## config.mk

```make
export PLATFORM = sky130hd
export DESIGN_NAME = year_to_roman_numeral
export DESIGN_NICKNAME = d
export VERILOG_FILES = /design/src/design/yrn_pkg.sv /design/src/design/year_to_roman_numeral.sv
export SDC_FILE = /design/constraint.sdc
export NUM_CORES = 1
export LEC_CHECK = 0
export BUFFER_PORTS_ARGS = -buffer_cell sky130_fd_sc_hd__buf_2
export CAP_MARGIN = 20
export CORE_MARGIN = 1.5
export CORE_UTILIZATION = 55
export DETAILED_ROUTE_END_ITERATION = 8
export PLACE_DENSITY_LB_ADDON = 0.12
export SLEW_MARGIN = 25
export SYNTH_ARGS = -nofsm -noshare
export SYNTH_HDL_FRONTEND = slang
export SYNTH_SLANG_ARGS = --single-unit
```

## constraint.sdc

```tcl
create_clock -name i_clk -period 4.9 [get_ports i_clk]
set_input_delay 0.245 -clock i_clk [delete_from_list [all_inputs] [get_ports i_clk]]
set_output_delay 0.245 -clock i_clk [all_outputs]
set_load 0.1 [all_outputs]
```

## src/design/yrn_pkg.sv

```systemverilog
// Package for the year to Roman numeral converter.
// Holds the micro-op encoding, the control ROM and the digit pattern helpers.
// No dependencies.
`timescale 1ns / 1ps

package yrn_pkg;

    localparam int YEAR_W  = 14;
    localparam int CHAR_W  = 8;
    localparam int DIGIT_W = 4;
    localparam int NDIG    = 4;
    localparam int SEL_W   = $clog2(NDIG);
    localparam int PC_W    = 4;
    localparam int QUO_W   = 11;
    localparam int PROD_W  = 27;

    // floor(x * DIV10_MUL / 2^16) == floor(x / 10) for every 14-bit x
    localparam logic [12:0] DIV10_MUL = 13'd6554;

    localparam logic [CHAR_W-1:0] CH_NONE = 8'h00;
    localparam logic [CHAR_W-1:0] CH_I    = 8'h49;
    localparam logic [CHAR_W-1:0] CH_V    = 8'h56;
    localparam logic [CHAR_W-1:0] CH_X    = 8'h58;
    localparam logic [CHAR_W-1:0] CH_L    = 8'h4C;
    localparam logic [CHAR_W-1:0] CH_C    = 8'h43;
    localparam logic [CHAR_W-1:0] CH_D    = 8'h44;
    localparam logic [CHAR_W-1:0] CH_M    = 8'h4D;

    localparam logic [SEL_W-1:0] SEL_ONES = 2'd0;
    localparam logic [SEL_W-1:0] SEL_TENS = 2'd1;
    localparam logic [SEL_W-1:0] SEL_HUND = 2'd2;
    localparam logic [SEL_W-1:0] SEL_THOU = 2'd3;

    localparam logic [PC_W-1:0] PC_IDLE = 4'd0;

    typedef enum logic [1:0] {
        OP_WAIT,
        OP_DIV,
        OP_ZERO,
        OP_EMIT
    } t_op;

    typedef enum logic [1:0] {
        SYM_UNIT,
        SYM_FIVE,
        SYM_TEN
    } t_sym;

    typedef struct packed {
        t_op               op;
        logic [SEL_W-1:0]  sel;
        logic              rep;
        logic [CHAR_W-1:0] unit;
        logic [CHAR_W-1:0] five;
        logic [CHAR_W-1:0] ten;
        logic [PC_W-1:0]   nxt;
    } t_uword;

    function automatic t_uword rom_word(input logic [PC_W-1:0] pc);
        t_uword w;
        w = '{op: OP_WAIT, sel: SEL_ONES, rep: 1'b0, unit: CH_NONE, five: CH_NONE,
              ten: CH_NONE, nxt: PC_IDLE};
        case (pc)
            4'd0: begin
                w.op  = OP_WAIT;
                w.nxt = 4'd1;
            end
            4'd1: begin
                w.op  = OP_DIV;
                w.sel = SEL_ONES;
                w.nxt = 4'd2;
            end
            4'd2: begin
                w.op  = OP_DIV;
                w.sel = SEL_TENS;
                w.nxt = 4'd3;
            end
            4'd3: begin
                w.op  = OP_DIV;
                w.sel = SEL_HUND;
                w.nxt = 4'd4;
            end
            4'd4: begin
                w.op  = OP_DIV;
                w.sel = SEL_THOU;
                w.nxt = 4'd5;
            end
            4'd5: begin
                w.op  = OP_ZERO;
                w.nxt = 4'd6;
            end
            4'd6: begin
                w.op   = OP_EMIT;
                w.sel  = SEL_THOU;
                w.rep  = 1'b1;
                w.unit = CH_M;
                w.nxt  = 4'd7;
            end
            4'd7: begin
                w.op   = OP_EMIT;
                w.sel  = SEL_HUND;
                w.unit = CH_C;
                w.five = CH_D;
                w.ten  = CH_M;
                w.nxt  = 4'd8;
            end
            4'd8: begin
                w.op   = OP_EMIT;
                w.sel  = SEL_TENS;
                w.unit = CH_X;
                w.five = CH_L;
                w.ten  = CH_C;
                w.nxt  = 4'd9;
            end
            4'd9: begin
                w.op   = OP_EMIT;
                w.sel  = SEL_ONES;
                w.unit = CH_I;
                w.five = CH_V;
                w.ten  = CH_X;
                w.nxt  = PC_IDLE;
            end
            default: begin
                w.op  = OP_WAIT;
                w.nxt = PC_IDLE;
            end
        endcase
        return w;
    endfunction

    // number of characters a decimal digit produces
    function automatic logic [DIGIT_W-1:0] pat_len(input logic [DIGIT_W-1:0] d);
        logic [DIGIT_W-1:0] n;
        if (d < 4'd4) begin
            n = d;
        end else if (d == 4'd4 || d >= 4'd9) begin
            n = 4'd2;
        end else begin
            n = 4'(d - 4'd4);
        end
        return n;
    endfunction

    // symbol at position k of a digit's pattern
    function automatic t_sym pat_sym(input logic [DIGIT_W-1:0] d, input logic [DIGIT_W-1:0] k);
        t_sym s;
        if (d < 4'd4) begin
            s = SYM_UNIT;
        end else if (d == 4'd4) begin
            s = (k == '0) ? SYM_UNIT : SYM_FIVE;
        end else if (d < 4'd9) begin
            s = (k == '0) ? SYM_FIVE : SYM_UNIT;
        end else begin
            s = (k == '0) ? SYM_UNIT : SYM_TEN;
        end
        return s;
    endfunction

endpackage

```

## src/design/year_to_roman_numeral.sv

```systemverilog
// Year to Roman numeral converter, top level.
// Microcoded sequencer over a divide-by-ten datapath; uses yrn_pkg.
`timescale 1ns / 1ps

// Takes one number per item (values above 9999 are taken modulo 10000) and
// returns its Roman numeral one ASCII character per output item, most
// significant first, with o_last_char on the final one; zero gives a single
// item with character code 0. A small control ROM steps a shared
// divide-by-ten unit four times, then walks the four digits through a repeat
// counter, holding while the output is stalled. A new item is taken only once
// the sequencer is back in its wait state: after the ones digit has been
// walked, or straight after the zero code has been loaded.
module year_to_roman_numeral (
    input  logic                       i_clk,
    input  logic                       i_rst_n,
    input  logic                       i_valid,
    output logic                       o_ready,
    input  logic [yrn_pkg::YEAR_W-1:0] i_year_value,
    output logic                       o_valid,
    input  logic                       i_ready,
    output logic [yrn_pkg::CHAR_W-1:0] o_numeral_char,
    output logic                       o_last_char
);

    logic [yrn_pkg::PC_W-1:0]    r_pc, n_pc;
    logic [yrn_pkg::DIGIT_W-1:0] r_cnt, n_cnt;
    logic [yrn_pkg::YEAR_W-1:0]  r_val, n_val;
    logic [yrn_pkg::DIGIT_W-1:0] r_dig [yrn_pkg::NDIG];
    logic [yrn_pkg::DIGIT_W-1:0] n_dig [yrn_pkg::NDIG];
    logic                        r_out_valid, n_out_valid;
    logic [yrn_pkg::CHAR_W-1:0]  r_char, n_char;
    logic                        r_last, n_last;

    yrn_pkg::t_uword             w;
    logic [yrn_pkg::PROD_W-1:0]  prod;
    logic [yrn_pkg::QUO_W-1:0]   quo;
    logic [yrn_pkg::YEAR_W-1:0]  rem;
    logic [yrn_pkg::DIGIT_W-1:0] d;
    logic [yrn_pkg::DIGIT_W-1:0] len;
    logic                        can_emit;
    logic                        rest_zero;
    logic                        all_zero;
    yrn_pkg::t_sym               sym;

    assign w    = yrn_pkg::rom_word(r_pc);
    assign prod = yrn_pkg::PROD_W'(r_val) * yrn_pkg::PROD_W'(yrn_pkg::DIV10_MUL);
    assign quo  = prod[26:16];
    assign rem  = r_val - ({quo, 3'b000} + {2'b00, quo, 1'b0});

    assign d        = r_dig[w.sel];
    assign len      = w.rep ? d : yrn_pkg::pat_len(d);
    // thousands repeat the unit only
    assign sym      = w.rep ? yrn_pkg::SYM_UNIT : yrn_pkg::pat_sym(d, r_cnt);
    assign can_emit = !r_out_valid || i_ready;
    assign all_zero = (r_dig[0] == '0) && (r_dig[1] == '0) && (r_dig[2] == '0)
                      && (r_dig[3] == '0);

    always_comb begin
        rest_zero = 1'b1;
        for (int k = 0; k < yrn_pkg::NDIG; k++) begin
            if (yrn_pkg::SEL_W'(k) < w.sel && r_dig[k] != '0) begin
                rest_zero = 1'b0;
            end
        end
    end

    always_comb begin
        n_pc        = r_pc;
        n_cnt       = r_cnt;
        n_val       = r_val;
        n_dig       = r_dig;
        n_out_valid = r_out_valid;
        n_char      = r_char;
        n_last      = r_last;
        if (r_out_valid && i_ready) begin
            n_out_valid = 1'b0;
        end
        case (w.op)
            yrn_pkg::OP_WAIT: begin
                if (i_valid) begin
                    n_val = i_year_value;
                    n_cnt = '0;
                    n_pc  = w.nxt;
                end
            end
            yrn_pkg::OP_DIV: begin
                n_dig[w.sel] = rem[yrn_pkg::DIGIT_W-1:0];
                n_val        = yrn_pkg::YEAR_W'(quo);
                n_pc         = w.nxt;
            end
            yrn_pkg::OP_ZERO: begin
                if (!all_zero) begin
                    n_pc = w.nxt;
                end else if (can_emit) begin
                    n_out_valid = 1'b1;
                    n_char      = yrn_pkg::CH_NONE;
                    n_last      = 1'b1;
                    n_pc        = yrn_pkg::PC_IDLE;
                end
            end
            yrn_pkg::OP_EMIT: begin
                if (len == '0) begin
                    n_cnt = '0;
                    n_pc  = w.nxt;
                end else if (can_emit) begin
                    n_out_valid = 1'b1;
                    case (sym)
                        yrn_pkg::SYM_UNIT: n_char = w.unit;
                        yrn_pkg::SYM_FIVE: n_char = w.five;
                        yrn_pkg::SYM_TEN:  n_char = w.ten;
                        default:           n_char = w.unit;
                    endcase
                    if (r_cnt == 4'(len - 4'd1)) begin
                        n_last = rest_zero;
                        n_cnt  = '0;
                        n_pc   = w.nxt;
                    end else begin
                        n_last = 1'b0;
                        n_cnt  = 4'(r_cnt + 4'd1);
                    end
                end
            end
            default: begin
                n_pc = yrn_pkg::PC_IDLE;
            end
        endcase
    end

    always_ff @(posedge i_clk) begin
        if (!i_rst_n) begin
            r_pc        <= yrn_pkg::PC_IDLE;
            r_cnt       <= '0;
            r_out_valid <= 1'b0;
        end else begin
            r_pc        <= n_pc;
            r_cnt       <= n_cnt;
            r_out_valid <= n_out_valid;
        end
        r_val  <= n_val;
        r_dig  <= n_dig;
        r_char <= n_char;
        r_last <= n_last;
    end

    assign o_ready        = (w.op == yrn_pkg::OP_WAIT);
    assign o_valid        = r_out_valid;
    assign o_numeral_char = r_char;
    assign o_last_char    = r_last;

`ifndef SYNTHESIS
    a_empty_is_last: assert property (@(posedge i_clk) disable iff (!i_rst_n)
        (o_valid && o_numeral_char == yrn_pkg::CH_NONE) |-> o_last_char)
        else $error("empty numeral not marked last");

    a_busy_after_accept: assert property (@(posedge i_clk) disable iff (!i_rst_n)
        (i_valid && o_ready) |=> !o_ready)
        else $error("item accepted while conversion starts");

    a_digits_decimal: assert property (@(posedge i_clk) disable iff (!i_rst_n)
        (w.op == yrn_pkg::OP_EMIT || w.op == yrn_pkg::OP_ZERO) |->
        (r_dig[0] <= 4'd9 && r_dig[1] <= 4'd9 && r_dig[2] <= 4'd9 && r_dig[3] <= 4'd9))
        else $error("digit out of decimal range");

    a_count_bound: assert property (@(posedge i_clk) disable iff (!i_rst_n)
        (w.op == yrn_pkg::OP_EMIT && len != '0) |-> (r_cnt < len))
        else $error("repeat counter past digit length");
`endif

endmodule
```

==> results.yml <==
status:
  status: "finished with violations"
  violations: "setup timing"
global_routing:
  grtUsageMet1_pct: 37.7
  grt_pass1_vias: 4520
  grt_max_degree: 25
  antenna_found_initial: 0
  grt_remaining_overflow: 0
  grt.met2_usage_pct: 41.2
  grt_first_pass_wirelength_um: 22400
  grt_usage_pct: 25.7
  grt.busiest_layer: "met2"
  met3_usage_pct: 2.91
yosys:
  synth_area_leaders: "ha_1, edfxtp_1, fa_1"
  synthTopCellsByCount: "inv_1, ha_1, fa_1"
  syn_inst: 603
  ys_seq_area_share_pct: 22.2
  synthFlopType: "edfxtp_1"
  synth.most_common_cell: "inv_1"
  synth.ff_latch_count: 46
  synth_edf_count: 37
  synth_top_cell_by_area: "ha_1"
  synth_top_area_share_pct: 21.9
  synthArstFlopShare_pct: 0
  syn_area_mm2: 0.00582
  ys_types: 71
  yosysWarnings: 0
  syn_area_per_cell_um2: 9.65
final_layout:
  drive_above_1_share_pct: 23.0
  areaGrowthSynthToFinish_pct: 18.8
  diodes: 0
  stdcell_area_mm2: 0.00691
  finalNetCount: 842
  filler_cell_count: 821
cts:
  clock_sinks: 46
  tritoncts: "yes"
  h-tree-depth: 2
  cts_root_buf: "clkbuf_8"
  clkLatencyLatePin_ns: 0.31
  clkTransAtPathRegs_ns: 0.10
  clockBufferDepth: 2
  numCtsBuffers: 5
  holdBufCountCts: 0
floorplan:
  rows: 37
  die_w_um: 106
  dieArea_mm2: 0.0112
  core-area_mm2: 0.0103
  start_util_pct: 56.6
  ios: 29
  die_h_um: 106
sta:
  hold_viol: 0
  slew-limit-headroom_pct: 42.7
  clock.fmax_mhz: 200
  final.min_clock_period_ns: 4.99
  skew_ns: 0.0162
  rsz0062_at_grt: "true"
  worst_slew_pin_slew_ns: 0.851
  setup_slack_ns: -0.0879
  finalCritPeriodShare_pct: 102
  setup_viol: 6
  finalMaxSlewViolations: 0
detailed_routing:
  vias: 4560
  vias_per_cell: 5.62
  wl_per_cell_um: 17.0
  wirelength_um: 13800
  first_iter_violations: 334
  drc: 0
  detail-route-antenna-nets: 0
  dr.pass1.iters: 8
worst_setup_path:
  endpoint_kind: "flip-flop"
  path_max_fanout: 4
  path_class: "reg2reg"
  worstPathArrival_ns: 5.03
  crit_path_start_kind: "flip-flop"
  crit_required_ns: 4.94
min_path:
  hold_path.class: "in2reg"
placed_design:
  port_buffers: 26
  dpl.hpwl_um: 10900
  dpl_cell_area_mm2: 0.00632
  place_congestion: 0.934
flow_run:
  maxCapViolCount: 0
[flip-flops by register name, summed over array words and instances (netlist names)]
register,flops
r_val,14
o_numeral_char,6
r_cnt,4
o_last_char,1
r_dig,16
o_valid,1
r_pc,4
[worst max-delay path, cell delays in order (launching register included)]
cell and delay (ns):
edfxtp_1 0.45, buf_6 0.16, ha_4 0.26, inv_2 0.04, fa_1 0.50, fa_1 0.52, fa_1 0.51, fa_1 0.51
inv_2 0.05, ha_4 0.26, and4_4 0.21, nand4bb_1 0.16, a31oi_1 0.21, buf_4 0.20, nor2_4 0.06, ha_4 0.19
xnor2_4 0.13, xnor2_2 0.15, xnor2_2 0.16
[metal layers]
| layer | share of wire [%] | wire length, µm |
|---|---|---|
| met2 | 46 | 6420 |
| met1 | 47 | 6540 |
| met4 | 1.3 | 178 |
| met3 | 5.0 | 691 |
| met5 | 0 | 0 |
[path summary, 6_finish.rpt]
path              slack (ns)                       to             startpoint  cells after the start
setup reg to reg       -0.09       r_dig[3]$_DFFE_PP_     r_val[5]$_DFFE_PP_                     18
hold / removal          0.20  r_val[11]$_SDFFCE_PP0P_       i_year_value[11]                      2
setup / recovery       -0.09       r_dig[3]$_DFFE_PP_     r_val[5]$_DFFE_PP_                     18
hold reg to reg         0.53    r_cnt[1]$_SDFFE_PN0P_  r_cnt[1]$_SDFFE_PN0P_                      2
[final cells by class]
class,count,area (µm²),area share (%)
Timing Repair Buffer,81,551,7.97
Tap cell,136,170,2.46
Sequential cell,46,1290,18.7
Clock buffer,5,68.8,0.996
Clock inverter,3,43.8,0.634
Multi-Input combinational cell,423,4350,62.9
Inverter,117,439,6.35
[logic make-up after synthesis]
| family | synth area share, % |
|---|---|
| AOI/OAI and AO/OA | 13.9 |
| other | 0.0644 |
| adders and majority gates | 38.4 |
| DFF | 22.2 |
| and+or+nand+nor | 12.1 |
| muxes | 1.27 |
| xor gates and xnor gates | 2.97 |
| buffers and inverters | 9.03 |
[stage by stage]
stage / utilization [%] / instances / hold slack (ns) / TNS (ns) / worst slack [ns]
6_report: 67.3 / 811 / 0.205 / -0.397 / -0.0879
3_5_place_dp: 61.5 / 786 / 0.517 / -2.72 / -0.237
4_1_cts: 65.0 / 804 / 0.201 / 0 / 0.00176
3_3_place_gp: 61.5 / 786 / 0.506 / -0.686 / -0.0821
2_1_floorplan: - / 604 / 0.376 / 0 / 0.0477
5_1_grt: 67.3 / 811 / 0.204 / -2.28 / -0.232
[layout by cell type (no fill, tap or decap), types with 4 or more instances in the layout]
| master | Yosys | layout |
|---|---|---|
| inv_1 | 114 | 106 |
| nor3_1 | 12 | 12 |
| o21ai_0 | 14 | 11 |
| fa_1 | 48 | 47 |
| dfxtp_1 | 9 | 9 |
| nor4_1 | 6 | 6 |
| o21a_1 | 6 | 6 |
| and3_1 | 5 | 5 |
| clkbuf_8 | 0 | 5 |
| buf_2 | 3 | 26 |
| inv_2 | 2 | 10 |
| o21bai_1 | 4 | 4 |
| mux2i_1 | 4 | 4 |
| a21o_1 | 4 | 4 |
| edfxtp_1 | 37 | 37 |
| nor2_1 | 29 | 28 |
| xnor2_2 | 0 | 5 |
| a32oi_1 | 4 | 4 |
| nor3b_1 | 4 | 4 |
| nor2b_1 | 6 | 6 |
| nand2_1 | 36 | 36 |
| ha_4 | 0 | 18 |
| a21oi_1 | 26 | 24 |
| o21ai_1 | 7 | 7 |
| and2_1 | 5 | 5 |
| buf_4 | 2 | 53 |
| xor2_1 | 5 | 5 |
| ha_1 | 102 | 82 |
| nand3_1 | 10 | 10 |
| xnor2_1 | 12 | 6 |
| o31ai_1 | 9 | 9 |
[repair_timing]
action / CTS / global route
hold endpoints to repair: 0 / 0
pin swaps: 31 / 26
setup buffers: 10 / 8
resized for setup: 27 / 27
endpoints found under the setup margin: 20 / 21
Power is left out: the tool's default activity adds up to more than one toggle a clock period on the data nets, which glitch-free logic cannot reach.
